[src/rtl/core/i2cm_pkg.sv]
package i2cm_pkg;

   // command codes, also used as the running operation
   typedef enum logic [2:0] {
      OP_IDLE  = 3'd0,
      OP_START = 3'd1,
      OP_STOP  = 3'd2,
      OP_WRITE = 3'd3,
      OP_WAIT  = 3'd4,
      OP_READ  = 3'd5
   } op_type;

   // phase within one step of a sequence
   localparam logic [1:0] PH_FIRST  = 2'd0;
   localparam logic [1:0] PH_SECOND = 2'd1;
   localparam logic [1:0] PH_THIRD  = 2'd2;

   localparam logic [3:0] BITS_PER_BYTE     = 4'd8;
   localparam logic [7:0] ACK_TIMEOUT_RESET = 8'd250;

   // sequencer state carried from tick to tick
   typedef struct packed {
      op_type     op;
      logic [1:0] phase;
      logic [3:0] bit_idx;
      logic [7:0] shift;
      logic [7:0] poll;
      logic       scl;
      logic       sda;
      logic       err;
      logic [7:0] rx_hold;
      logic       ack_hold;
   } state_type;

   // idle sequencer with both lines released
   localparam state_type STATE_RESET = '{
      op:       OP_IDLE,
      phase:    PH_FIRST,
      bit_idx:  4'd0,
      shift:    8'd0,
      poll:     8'd0,
      scl:      1'b1,
      sda:      1'b1,
      err:      1'b0,
      rx_hold:  8'd0,
      ack_hold: 1'b0
   };

endpackage

[src/rtl/core/i2cm_if.sv]
// request channel: one bus tick with an optional command
interface i2cm_req_if;
   logic       valid;
   logic       ready;
   logic [2:0] cmd;
   logic [7:0] tx_byte;
   logic       send_ack;
   logic       sda_sample;

   modport source (output valid, cmd, tx_byte, send_ack, sda_sample, input ready);
   modport sink   (input valid, cmd, tx_byte, send_ack, sda_sample, output ready);
endinterface

// response channel: drive levels and status after one tick
interface i2cm_rsp_if;
   logic       valid;
   logic       ready;
   logic       scl_level;
   logic       sda_level;
   logic       busy_res;
   logic       done_res;
   logic [7:0] rx_byte;
   logic       ack_error;

   modport source (output valid, scl_level, sda_level, busy_res, done_res, rx_byte,
                   ack_error, input ready);
   modport sink   (input valid, scl_level, sda_level, busy_res, done_res, rx_byte,
                   ack_error, output ready);
endinterface

[src/rtl/core/i2cm_phase.sv]
module i2cm_phase
   import i2cm_pkg::*;
(
   input  state_type  state_cur,
   input  logic [2:0] cmd,
   input  logic [7:0] tx_byte,
   input  logic       send_ack,
   input  logic       sda_sample,
   input  logic [7:0] ack_timeout,
   output state_type  state_nxt,
   output logic       done
);

   state_type lat;
   state_type nxt;

   // return to idle at the end of a sequence
   function automatic state_type finish_op(state_type st);
      state_type r;
      r         = st;
      r.op      = OP_IDLE;
      r.phase   = PH_FIRST;
      r.bit_idx = 4'd0;
      return r;
   endfunction

   // one phase of the stop condition
   function automatic state_type stop_step(state_type st);
      state_type r;
      r = st;
      if (st.phase == PH_FIRST) begin
         r.scl   = 1'b0;
         r.sda   = 1'b0;
         r.phase = PH_SECOND;
      end else if (st.phase == PH_SECOND) begin
         r.scl   = 1'b1;
         r.phase = PH_THIRD;
      end else begin
         r.sda = 1'b1;
         r     = finish_op(r);
      end
      return r;
   endfunction

   // latch a new command when idle
   always_comb begin
      lat = state_cur;
      if (state_cur.op == OP_IDLE && cmd >= OP_START && cmd <= OP_READ) begin
         lat.op      = op_type'(cmd);
         lat.phase   = PH_FIRST;
         lat.bit_idx = 4'd0;
         lat.poll    = 8'd0;
         if (cmd == OP_WRITE) begin
            lat.shift = tx_byte;
         end else if (cmd == OP_READ) begin
            lat.shift    = 8'd0;
            lat.ack_hold = send_ack;
         end else if (cmd == OP_WAIT) begin
            lat.err = 1'b0;
         end
      end
   end

   // advance the running sequence by one phase
   always_comb begin
      nxt = lat;
      unique case (lat.op)
         OP_IDLE: begin
         end
         OP_START: begin
            if (lat.phase == PH_FIRST) begin
               nxt.sda   = 1'b1;
               nxt.scl   = 1'b1;
               nxt.phase = PH_SECOND;
            end else if (lat.phase == PH_SECOND) begin
               nxt.sda   = 1'b0;
               nxt.phase = PH_THIRD;
            end else begin
               nxt.scl = 1'b0;
               nxt     = finish_op(nxt);
            end
         end
         OP_STOP: begin
            nxt = stop_step(lat);
         end
         OP_WRITE: begin
            if (lat.phase == PH_FIRST) begin
               nxt.sda   = lat.shift[7];
               nxt.scl   = 1'b1;
               nxt.phase = PH_SECOND;
            end else begin
               nxt.scl     = 1'b0;
               nxt.shift   = {lat.shift[6:0], 1'b0};
               nxt.bit_idx = lat.bit_idx + 4'd1;
               nxt.phase   = PH_FIRST;
               if (nxt.bit_idx >= BITS_PER_BYTE) begin
                  nxt = finish_op(nxt);
               end
            end
         end
         OP_WAIT: begin
            if (lat.phase == PH_FIRST) begin
               nxt.sda   = 1'b1;
               nxt.phase = PH_SECOND;
            end else if (lat.phase == PH_SECOND) begin
               nxt.scl   = 1'b1;
               nxt.phase = PH_THIRD;
            end else if (!sda_sample) begin
               nxt.scl = 1'b0;
               nxt     = finish_op(nxt);
            end else if (lat.poll >= ack_timeout) begin
               // give up: flag the error and run the stop condition
               nxt.err   = 1'b1;
               nxt.op    = OP_STOP;
               nxt.phase = PH_FIRST;
               nxt       = stop_step(nxt);
            end else begin
               nxt.poll = lat.poll + 8'd1;
            end
         end
         OP_READ: begin
            if (lat.bit_idx < BITS_PER_BYTE) begin
               if (lat.phase == PH_FIRST) begin
                  nxt.scl   = 1'b0;
                  nxt.sda   = 1'b1;
                  nxt.phase = PH_SECOND;
               end else begin
                  nxt.scl     = 1'b1;
                  nxt.shift   = {lat.shift[6:0], sda_sample};
                  nxt.bit_idx = lat.bit_idx + 4'd1;
                  nxt.phase   = PH_FIRST;
               end
            end else if (lat.phase == PH_FIRST) begin
               nxt.scl   = 1'b0;
               nxt.sda   = ~lat.ack_hold;
               nxt.phase = PH_SECOND;
            end else if (lat.phase == PH_SECOND) begin
               nxt.scl   = 1'b1;
               nxt.phase = PH_THIRD;
            end else begin
               nxt.scl     = 1'b0;
               nxt.rx_hold = lat.shift;
               nxt         = finish_op(nxt);
            end
         end
         default: begin
            nxt = finish_op(lat);
         end
      endcase
   end

   assign state_nxt = nxt;
   // a sequence completes on the tick that brings it back to idle
   assign done = (lat.op != OP_IDLE) && (nxt.op == OP_IDLE);

endmodule

[src/rtl/core/i2c_master_bit_sequencer.sv]
// Channel   Dir  Handshake     Payload
// req_chan  in   valid/ready   cmd, tx_byte, send_ack, sda_sample
// rsp_chan  out  valid/ready   scl_level, sda_level, busy_res, done_res, rx_byte, ack_error
// csr       in   csr_wr_en     csr_wr_data (ack_timeout)
//
// Each request transaction is one bus tick and yields one response transaction
// on the next cycle; one tick per cycle is sustained through the response register while responses are taken.
// Request ready drops only while a response waits and rsp_chan.ready is low.
// Synchronous reset releases both lines, idles the sequencer and sets ack_timeout to 250.
module i2c_master_bit_sequencer
   import i2cm_pkg::*;
(
   input  logic           clock,
   input  logic           reset,
   i2cm_req_if.sink       req_chan,
   i2cm_rsp_if.source     rsp_chan,
   input  logic           csr_wr_en,
   input  logic [7:0]     csr_wr_data
);

   state_type  state_ff;
   state_type  state_in;
   logic       done;
   logic [7:0] timeout_ff;
   logic       rsp_valid_ff;
   logic       scl_ff;
   logic       sda_ff;
   logic       busy_ff;
   logic       done_ff;
   logic [7:0] rx_ff;
   logic       err_ff;
   logic       busy_in;
   logic       accept;

   assign req_chan.ready = !rsp_valid_ff || rsp_chan.ready;
   assign accept         = req_chan.valid && req_chan.ready;

   // hold the acknowledge timeout
   always_ff @(posedge clock) begin
      if (reset) begin
         timeout_ff <= ACK_TIMEOUT_RESET;
      end else if (csr_wr_en) begin
         timeout_ff <= csr_wr_data;
      end
   end

   i2cm_phase u_phase (
      .state_cur   (state_ff),
      .cmd         (req_chan.cmd),
      .tx_byte     (req_chan.tx_byte),
      .send_ack    (req_chan.send_ack),
      .sda_sample  (req_chan.sda_sample),
      .ack_timeout (timeout_ff),
      .state_nxt   (state_in),
      .done        (done)
   );

   // advance sequencer state on each accepted transaction
   always_ff @(posedge clock) begin
      if (reset) begin
         state_ff <= STATE_RESET;
      end else if (accept) begin
         state_ff <= state_in;
      end
   end

   // derive response status from the new state
   always_comb begin
      busy_in = (state_in.op != OP_IDLE);
   end

   // hold the response until it is taken
   always_ff @(posedge clock) begin
      if (reset) begin
         rsp_valid_ff <= 1'b0;
      end else if (accept) begin
         rsp_valid_ff <= 1'b1;
      end else if (rsp_chan.ready) begin
         rsp_valid_ff <= 1'b0;
      end
   end

   always_ff @(posedge clock) begin
      if (accept) begin
         scl_ff  <= state_in.scl;
         sda_ff  <= state_in.sda;
         busy_ff <= busy_in;
         done_ff <= done;
         rx_ff   <= state_in.rx_hold;
         err_ff  <= state_in.err;
      end
   end

   assign rsp_chan.valid     = rsp_valid_ff;
   assign rsp_chan.scl_level = scl_ff;
   assign rsp_chan.sda_level = sda_ff;
   assign rsp_chan.busy_res  = busy_ff;
   assign rsp_chan.done_res  = done_ff;
   assign rsp_chan.rx_byte   = rx_ff;
   assign rsp_chan.ack_error = err_ff;

endmodule

[src/flat_wrapper.sv]
// flat-port wrapper written by rule: the top's interface ports become plain ports
module i2c_master_bit_sequencer_flat import i2cm_pkg::*;
  (clock, reset, csr_wr_en, csr_wr_data, req_chan_valid, req_chan_cmd, req_chan_tx_byte, req_chan_send_ack, req_chan_sda_sample, req_chan_ready, rsp_chan_valid, rsp_chan_scl_level, rsp_chan_sda_level, rsp_chan_busy_res, rsp_chan_done_res, rsp_chan_rx_byte, rsp_chan_ack_error, rsp_chan_ready);
  i2cm_req_if req_chan_i ();
  i2cm_rsp_if rsp_chan_i ();
  input  logic clock;
  input  logic reset;
  input  logic csr_wr_en;
  input  logic [7:0] csr_wr_data;
  input wire logic [$bits(req_chan_i.valid)-1:0] req_chan_valid;
  input wire logic [$bits(req_chan_i.cmd)-1:0] req_chan_cmd;
  input wire logic [$bits(req_chan_i.tx_byte)-1:0] req_chan_tx_byte;
  input wire logic [$bits(req_chan_i.send_ack)-1:0] req_chan_send_ack;
  input wire logic [$bits(req_chan_i.sda_sample)-1:0] req_chan_sda_sample;
  output wire logic [$bits(req_chan_i.ready)-1:0] req_chan_ready;
  output wire logic [$bits(rsp_chan_i.valid)-1:0] rsp_chan_valid;
  output wire logic [$bits(rsp_chan_i.scl_level)-1:0] rsp_chan_scl_level;
  output wire logic [$bits(rsp_chan_i.sda_level)-1:0] rsp_chan_sda_level;
  output wire logic [$bits(rsp_chan_i.busy_res)-1:0] rsp_chan_busy_res;
  output wire logic [$bits(rsp_chan_i.done_res)-1:0] rsp_chan_done_res;
  output wire logic [$bits(rsp_chan_i.rx_byte)-1:0] rsp_chan_rx_byte;
  output wire logic [$bits(rsp_chan_i.ack_error)-1:0] rsp_chan_ack_error;
  input wire logic [$bits(rsp_chan_i.ready)-1:0] rsp_chan_ready;
  assign req_chan_i.valid = req_chan_valid;
  assign req_chan_i.cmd = req_chan_cmd;
  assign req_chan_i.tx_byte = req_chan_tx_byte;
  assign req_chan_i.send_ack = req_chan_send_ack;
  assign req_chan_i.sda_sample = req_chan_sda_sample;
  assign req_chan_ready = req_chan_i.ready;
  assign rsp_chan_valid = rsp_chan_i.valid;
  assign rsp_chan_scl_level = rsp_chan_i.scl_level;
  assign rsp_chan_sda_level = rsp_chan_i.sda_level;
  assign rsp_chan_busy_res = rsp_chan_i.busy_res;
  assign rsp_chan_done_res = rsp_chan_i.done_res;
  assign rsp_chan_rx_byte = rsp_chan_i.rx_byte;
  assign rsp_chan_ack_error = rsp_chan_i.ack_error;
  assign rsp_chan_i.ready = rsp_chan_ready;
  i2c_master_bit_sequencer u_core (.clock(clock), .reset(reset), .req_chan(req_chan_i), .rsp_chan(rsp_chan_i), .csr_wr_en(csr_wr_en), .csr_wr_data(csr_wr_data));
endmodule
[config.mk]
export PLATFORM = sky130hd
export DESIGN_NAME = i2c_master_bit_sequencer_flat
export DESIGN_NICKNAME = d
export VERILOG_FILES = /design/src/rtl/core/i2cm_pkg.sv /design/src/rtl/core/i2cm_if.sv /design/src/rtl/core/i2cm_phase.sv /design/src/rtl/core/i2c_master_bit_sequencer.sv /design/src/flat_wrapper.sv
export SDC_FILE = /design/constraint.sdc
export NUM_CORES = 1
export LEC_CHECK = 0
export BUFFER_PORTS_ARGS = -buffer_cell sky130_fd_sc_hd__buf_2
export CELL_PAD_IN_SITES_DETAIL_PLACEMENT = 0
export CELL_PAD_IN_SITES_GLOBAL_PLACEMENT = 2
export CORE_AREA = 2 2 111 113
export DETAILED_ROUTE_END_ITERATION = 10
export DIE_AREA = 0 0 113 115
export PLACE_DENSITY = 0.75
export SETUP_SLACK_MARGIN = 0.2
export SLEW_MARGIN = 20
export SYNTH_ARGS = -nofsm -noshare
export SYNTH_HDL_FRONTEND = slang
export SYNTH_HIERARCHICAL = 1
export SYNTH_SLANG_ARGS = --single-unit
[constraint.sdc]
create_clock -name clock -period 4.05 [get_ports clock]
set_input_delay 0 -clock clock [delete_from_list [all_inputs] [get_ports clock]]
set_output_delay 0 -clock clock [all_outputs]
set_load 0.1 [all_outputs]
# Yosys cells after proc, flatten, opt, wreduce, memory -nomap -nowiden
# Index checks and enable logic that the tools add are counted.
# op_classes
mux	60
add_sub_neg	2
n_lt_le_gt_ge	5
n_eq_ne	9
n_reduce_logical	13
n_bitwise	1
# ops
op	count
one-hot mux 37 bit (6 select lines)	1
2-to-1 mux 20 bit	5
2-to-1 mux 37 bit	2
2-to-1 mux 21 bit	2
2-to-1 mux 8 bit	4
2-to-1 mux 10 bit	3
2-to-1 mux 9 bit	3
2-to-1 mux 25 bit	1
2-to-1 mux 12 bit	2
2-to-1 mux 11 bit	2
2-to-1 mux 2 bit	10
2-to-1 mux 3 bit	6
2-to-1 mux 1 bit	17
2-to-1 mux 17 bit	1
2-to-1 mux 14 bit	1
equality test 3 bit (second input constant)	4
equality test 3 x 2 -> 1 bit (second input constant)	3
logical NOT 3 bit	3
adder 8 x 1 -> 8 bit (second input constant)	1
>= comparator 8 bit	1
nonzero test 3 bit	2
adder 4 x 1 -> 4 bit (second input constant)	1
>= comparator 4 bit (second input constant)	1
logical AND 1 bit	4
other kinds (10)	10
# totals
elab_cells	108
reg_bits	59
input_bits	26
out_inout_bits	15

# Logic depth before layout (Yosys ltp)
# Gate-level depths: netlist of run 1.
# logic_depth
word_depth	12
mapped_depth	15
ltp_nobuf	12

# Modules after synthesis
# Netlist of run 1, hierarchy kept.
# by_module_without_submodules
module	seq_area_each_um2	area_each_um2	n_inst	cells_per_inst
i2c_master_bit_sequencer	1311.3	2472.4	1	214
i2cm_phase	0.0	1783.0	1	279

# Worst setup path before layout of run 1
# Ideal clock, no wire load.
# synth_timing
path_kind	flip-flop to flip-flop
start	register u_core/state_ff[36] (netlist name)
end	register u_core.busy_ff, in the netlist u_core/rsp_chan.busy_res (data pin)
n_path_buf	3
setup_slack_ps	483
stages_incl_launch_ff	15
arrival_time_ps	3302
period_less_slack_ps	3567
setup_time_ps	265
required_ps	3785
cell_sequence	dfxtp_1 -> buf_2 -> nor3_1 -> nand3_1 -> buf_2 -> clkbuf_1 -> and2_1 -> ha_1 -> and4_2 -> nand2_1 -> nor4b_4 -> nor3b_1 -> o21ai_0 -> nand2_1 -> or3_1
# synth_rtl
item	line	rtl
from (decl)	i2c_master_bit_sequencer.sv:21	state_type state_ff;
from (signal assigned)	i2c_master_bit_sequencer.sv:63	state_ff <= state_in;
to (signal assigned)	i2c_master_bit_sequencer.sv:87	busy_ff <= busy_in;
to (decl)	i2c_master_bit_sequencer.sv:28	logic busy_ff;

==> metrics.md, run 1 <==
| Metric | Value |
|---|---|
| Die Y-Extent | 115 um |
| Area overhead of the layout relative to synthesis | 14.1% |
| Routed Wire Length | 12000 um |
| Max stage delay cell, worst path | nor3_1 |
| EDFF count, synth | 13 |
| Setup bufs post-CTS | 0 |
| Final HPWL from detailed placement | 7990 um |
| Max-cap violations | 0 |
| Wire length of the first global-routing pass | ~20000 um |
| Tcrit/Tclk final | 88.0% |
| Sequential fraction of the synthesis area | 30.8% |
| Clock period minus worst slack | 3.56 ns |
| Placement Rows | 40 |
| Port Buffer Count | 40 |
| Pwr Density | roughly 370 mW/mm2 |
| Hold Crit Class | input pin to flip-flop |
| Total nets after synthesis | around 530 |
| Cell depth of the worst min-delay path | 4 |
| Worst-Skew Late Latency | 0.33 ns |
| Aggregate global routing overflow | 0 |
| Max Slew Vio Count | 0 |
| Combined global-route utilization of all metal layers | 19.0% |
| Drc violations | 2 |
| Top FF cell, synth | dfxtp_1 |
| Synth Warn # | 6 |
| Netlist area before placement | 0.00426 mm2 |
| Routability cong. | 0.882 |
| Total number of clock tree sinks | between 50 and 60 |
| FFs w/ async S/R, synth | 0% |
| Sum Neg Setup Slack | 0 ns |
| Worst IR Drop VDD | 242 uV |
| CP cell instances | nor3_1 -> nand3_2 -> and2_1 -> ha_1 -> or3b_1 -> a31o_1 -> a21o_4 -> nor4_4 -> nand4_1 -> mux2_1 -> nand3_1 -> a21oi_2 |
| CP max stage delay | 0.43 ns |
| Count of final setup violators | 0 |
| Clock skew after layout | 0.00849 ns |
| Average via count per standard cell | 5.69 |
| Instance area at placement | about 0.0045 mm2 |
| Area enclosed by the die boundary | 0.0130 mm2 |
| Unique cell type count in the Yosys netlist | 68 |
| Worst-margin pin slew | between 0.8 and 0.9 ns |
| Worst setup EP type | flip-flop |
| Die span in x | between 100 and 150 um |
| Violated checks | design-rule violations |
| Via count | 3828 |
| Antenna violation net count after detailed routing | 0 |
| Clk Tree Root Cell | clkbuf_16 |
| Final hold violation count | 0 |
| Syn_area_per_cell | 8.63 um2 |
| Clock buffer depth | 2 |
| Effective utilization at floorplan | 36.0% |
| Unrepaired setup endpoints after global routing | no |
| Stages on worst setup path | 12 |
| Count of antenna diodes in the layout | 0 |
| Arrival time at the worst endpoint | 3.75 ns |
| R2r worst-path depth | 12 |
| Achievable clock frequency | 281 MHz |
| Register clock-pin slew on the reported worst setup and hold paths | roughly 0.05 ns |
| Net count, final | 556 |
| Post-route cell area | 0.00485 mm2 |
| Result of the run | finished with violations |
| Tightest slew margin relative to the limit | between 40% and 50% |
| Worst setup path class | flip-flop to flip-flop |
| Syn Inst Count | 493 |
| Total power after layout | 1.82 mW |
| CTS tree | done |
| Buffers plus inverters on the worst setup path | 0 |
| Worst setup SP type | flip-flop |
| Initial antenna violation count | 0 |
| Fraction of final layout cells with drive strength greater than 1 | between 20% and 30% |
| Routed wire length per instance | 17.8 um |
| Required time at the endpoint of the critical path | 4.24 ns |
| Kind of cell adding the most delay to the critical path | simple AND/OR/NAND/NOR gates |
| Total I/O pin count | a little over 40 |
| CTS H-tree lvls | 3 |
| Clock buffers created by TritonCTS | 9 |
| Critical Path Fanout Max | 10 |
| Vias in the first global route | 3735 |
| Count of filler cells inserted in the layout | 1220 |
| Reg-to-reg slack, setup | about 0.49 ns |
| Most frequent cells in the layout | 46 x nand3_1, 46 x dfxtp_1, 40 x buf_2, 38 x nand2_1 |
| Drt initial violations | 285 |
| Static power due to leakage | 1.83 nW |
| Drt pass-1 iters | 8 |
| Std-Cell Core Area | 0.0118 mm2 |
| Pin count of the biggest net entering global routing | 74 |
| Total of flip-flops plus latches after synthesis | 59 |
## worst reg2reg max path, cell delays in order (launching register included)
cell	delay [ns]
dfxtp_1	0.31
nor3_1	0.43
nand3_2	0.31
and2_1	0.28
ha_1	0.21
or3b_1	0.38
a31o_1	0.23
a21o_4	0.24
nor4_4	0.41
nand4_1	0.15
mux2_1	0.32
nand3_1	0.09
a21oi_2	0.07
## per-layer routing
metal	track usage [%]	vias up	part of all wire, %
li1	-	1870	-
met1	25.1	1852	47
met2	31.6	96	47
met3	4.38	10	4.3
met4	4.80	0	1.4
met5	0	-	0
## state kept, by name (all words and copies together), names as in the netlist
signal                     count
u_core/state_ff               37
u_core/rsp_chan.rx_byte        8
u_core/timeout_ff              8
u_core/rsp_chan.ack_error      1
u_core/rsp_chan.busy_res       1
u_core/rsp_chan.done_res       1
u_core/rsp_chan.scl_level      1
u_core/rsp_chan.sda_level      1
u_core/rsp_chan.valid          1
## repair_timing
action | 4_1_cts | 5_1_grt
hold buffers | 8 | 0
resized for setup | 0 | 1
endpoints found under the setup margin | 0 | 1
hold endpoints to repair | 8 | 0
## synth_stat cells, drive strengths merged (6+ instances only)
library cell	count	share of area, %
a211o	8	1.6
a21bo	35	8.2
a21o	6	1.2
a21oi	52	9.0
a22o	8	1.6
a22oi	9	1.6
a31oi	6	1.2
and2	12	1.8
buf	28	4.3
clkbuf	13	1.1
dfxtp	46	22
edfxtp	13	9.2
ha	9	2.6
inv	12	1.1
mux2i	13	3.1
nand2	38	3.4
nand2b	6	1.1
nand3	47	5.5
nor2	25	2.3
nor2b	8	1.2
nor3	9	1.4
o21ai	31	3.7
xnor2	6	1.2
## power breakdown
part           total (mW)  internal (mW)  switching (mW)  leakage (nW)
clock network       0.757          0.474           0.283         0.143
registers           0.647          0.630          0.0174         0.501
logic               0.413          0.123           0.290          1.19
total                1.82           1.23           0.590          1.83
## metrics by stage
stage / std cells / hold WS (ns) / worst slack (ns) / util [%]
floorplan: 493 / 0.122 / 0.483 / -
finish: 673 / 0.0955 / 0.487 / 41.1
CTS: 673 / 0.0912 / 0.408 / 41.0
global route: 673 / 0.121 / 0.264 / 41.1
detailed placement: 649 / 0.213 / 0.455 / 37.9
global placement: 649 / 0.209 / 0.571 / 37.9
## area by class of cell
type	instances	area (um2)	area share, %
Clock inverter	5	53.8	1.11
Tap cell	147	184	3.79
Timing Repair Buffer	58	355	7.32
Multi-Input combinational cell	381	2670	55.0
Sequential cell	59	1310	27.0
Clock buffer	11	233	4.80
Inverter	12	45.0	0.928
## cells by family (layout without fill, tap and decap cells)
logic type      Yosys count  after routing  share of synthesized area (%)
compound gates          176            176                           32.3
xor+xnor                  6              6                           1.23
fa+ha+maj                 9              9                           2.65
buf+inv                  53             86                           6.53
flops                    59             59                           30.8
mux                      15             15                           3.59
simple gates            175            175                           22.8
## worst paths after layout
path                             start              endpoint
hold / removal       req_chan_send_ack    u_core/state_ff[0]
setup reg to reg   u_core/state_ff[36]   u_core/state_ff[16]
setup / recovery   u_core/state_ff[36]   u_core/state_ff[16]
hold reg to reg   u_core/timeout_ff[0]  u_core/timeout_ff[0]
Note: power is estimated with default switching activity, not from simulation.
==> run 2: changes to the inputs <==
--- a/config.mk
+++ b/config.mk
@@ -11,8 +11,10 @@
 export CORE_AREA = 2 2 111 113
 export DETAILED_ROUTE_END_ITERATION = 10
 export DIE_AREA = 0 0 113 115
+export GPL_TIMING_DRIVEN = 0
 export PLACE_DENSITY = 0.75
 export SETUP_SLACK_MARGIN = 0.2
+export SKIP_CTS_REPAIR_TIMING = 1
 export SLEW_MARGIN = 20
 export SYNTH_ARGS = -nofsm -noshare
 export SYNTH_HDL_FRONTEND = slang
==> run 2 against run 1 <==
Effect of this change:
- the run still ends with design-rule violations left
- final cell count grew 5.3%
- worst setup slack worse by 0.17 ns
- sequential power barely moved
==> metrics.md, run 2 (synthesis results as in run 1) <==
| Metric | Value |
|---|---|
| Placed cells | 677 |
| Worst setup SP type | flip-flop |
| Tcrit/Tclk final | 92.2% |
| Drt initial violations | 330 |
| Critical Path Fanout Max | 10 |
| Routed wire length per instance | between 15 and 20 um |
| Initial antenna violation count | 0 |
| Vias in the first global route | 3939 |
| End point of the critical path | u_core/rsp_chan.busy_res |
| Std-Cell Core Area | ~0.012 mm2 |
| Effective utilization at floorplan | 36.0% |
| Area enclosed by the die boundary | about 0.013 mm2 |
| Pwr Density | 376 mW/mm2 |
| Count of antenna diodes in the layout | 0 |
| CTS H-tree lvls | 3 |
| Instance area at placement | 0.00462 mm2 |
| Result of the run | finished with violations |
| Register with the most flip-flops | u_core/state_ff |
| Critical path origin | u_core/state_ff[36] |
| Worst setup EP type | flip-flop |
| Clock buffer depth | 2 |
| FF-to-FF End | u_core/rsp_chan.busy_res |
| Area overhead of the layout relative to synthesis | 20.5% |
| Clock period minus worst slack | 3.73 ns |
| Fraction of final layout cells with drive strength greater than 1 | 25.6% |
| Die Y-Extent | 115 um |
| Register clock-pin slew on the reported worst setup and hold paths | 0.06 ns |
| Aggregate global routing overflow | 0 |
| Violated checks | design-rule violations |
| Net count, final | 592 |
| Worst IR Drop VDD | around 140 uV |
| Total I/O pin count | 41 |
| Unrepaired setup endpoints after global routing | no |
| Drt pass-1 iters | 9 |
| Max-cap violations | 0 |
| Pin count of the biggest net entering global routing | 16 |
| Max Slew Vio Count | 0 |
| Most common library cell in the layout ignoring fill and taps | buf_2 |
| Port Buffer Count | 37 |
| R2r worst-path depth | 14 |
| Achievable clock frequency | 268 MHz |
| Worst-case hold slack | 0.0328 ns |
| Worst-margin pin slew | 0.812 ns |
| Die span in x | 113 um |
| Placement Rows | 40 |
| Tightest slew margin relative to the limit | 45.9% |
| Count of final setup violators | 0 |
| Total number of clock tree sinks | 59 |
| Reg-to-reg slack, setup | 0.32 ns |
| Combined global-route utilization of all metal layers | 21.4% |
| Worst setup path class | flip-flop to flip-flop |
| Required time at the endpoint of the critical path | 4.11 ns |
| Via count | between 4000 and 5000 |
| Arrival time at the worst endpoint | roughly 3.8 ns |
| Worst-Skew Late Latency | 0.33 ns |
| Max FFs per register | 37 |
| Wire length of the first global-routing pass | 21700 um |
| Drc violations | 2 |
| Static power due to leakage | 1.97 nW |
| Antenna violation net count after detailed routing | 0 |
| Post-route cell area | 0.00513 mm2 |
| Final hold violation count | 0 |
| Clock skew after layout | between 0.009 and 0.01 ns |
| Final HPWL from detailed placement | roughly 9900 um |
| Start of the worst register-to-register path | u_core/state_ff[36] |
| Routed Wire Length | between 10000 and 15000 um |
| Number of cells in the finished layout apart from fillers | 709 |
| Clock buffers created by TritonCTS | 9 |
| Hold Crit Class | input pin to flip-flop |
| CTS tree | done |
| Hold wc startpoint | csr_wr_en |
| Routability cong. | 0.912 |
| Clk Tree Root Cell | clkbuf_16 |
| Most frequent cells in the layout | 50 x buf_2, 46 x nand3_1, 45 x dfxtp_1, 38 x nand2_1 |
| Average via count per standard cell | roughly 5.7 |
run 2: worst min path at each step:
stage	cells past startpoint	endpoint
3_3_place_gp	2	u_core/timeout_ff[1]
3_5_place_dp	2	u_core/timeout_ff[1]
5_1_grt	3	u_core/timeout_ff[3]
6_report	3	u_core/timeout_ff[3]
4_1_cts	2	u_core/timeout_ff[1]
2_1_floorplan	1	u_core/timeout_ff[1]
run 2: layout make-up:
class | instances | area (um2)
Sequential cell | 59 | 1310
Clock inverter | 7 | 91.3
Buffer | 41 | 245
Inverter | 12 | 45.0
Timing Repair Buffer | 53 | 325
Clock buffer | 9 | 225
Fill cell | 1202 | 6690
Tap cell | 147 | 184
Multi-Input combinational cell | 381 | 2700
run 2: worst max-delay path, cell delays in order, from the launching register on:
cell     delay (ns)
dfxtp_2        0.37
buf_4          0.19
nor3_4         0.19
nand3_2        0.15
buf_6          0.18
buf_4          0.18
and2_1         0.21
ha_1           0.30
and4_2         0.27
nand2_1        0.12
nor4b_4        0.46
nor3b_2        0.12
o21ai_2        0.22
nand2_1        0.11
or3_1          0.41
run 2: routing by layer:
| layer | global-route usage [%] | up-vias | share of wire (%) |
|---|---|---|---|
| met4 | 8.05 | 0 | 2.8 |
| met2 | 33.4 | 115 | 45 |
| met1 | 29.6 | 1967 | 47 |
| li1 | - | 1954 | - |
| met5 | 0 | - | 0 |
| met3 | 3.90 | 27 | 5.0 |
run 2: through the flow:
stage / power [mW] / setup TNS [ns] / setup slack, ns / util [%]
after floorplan: 0.972 / 0 / 0.483 / -
after global placement: 1.09 / -4.36 / -0.670 / 39.2
after detailed placement: 1.09 / -2.77 / -0.537 / 39.2
after CTS: 1.91 / -3.42 / -0.567 / 41.8
after global routing: 2.01 / 0 / 0.137 / 43.4
final: 1.93 / 0 / 0.318 / 43.4
run 2: power by group:
group	internal [mW]	leakage, nW	switching, mW
clock	0.537	0.156	0.286
sequential	0.630	0.502	0.0161
combinational	0.143	1.32	0.314
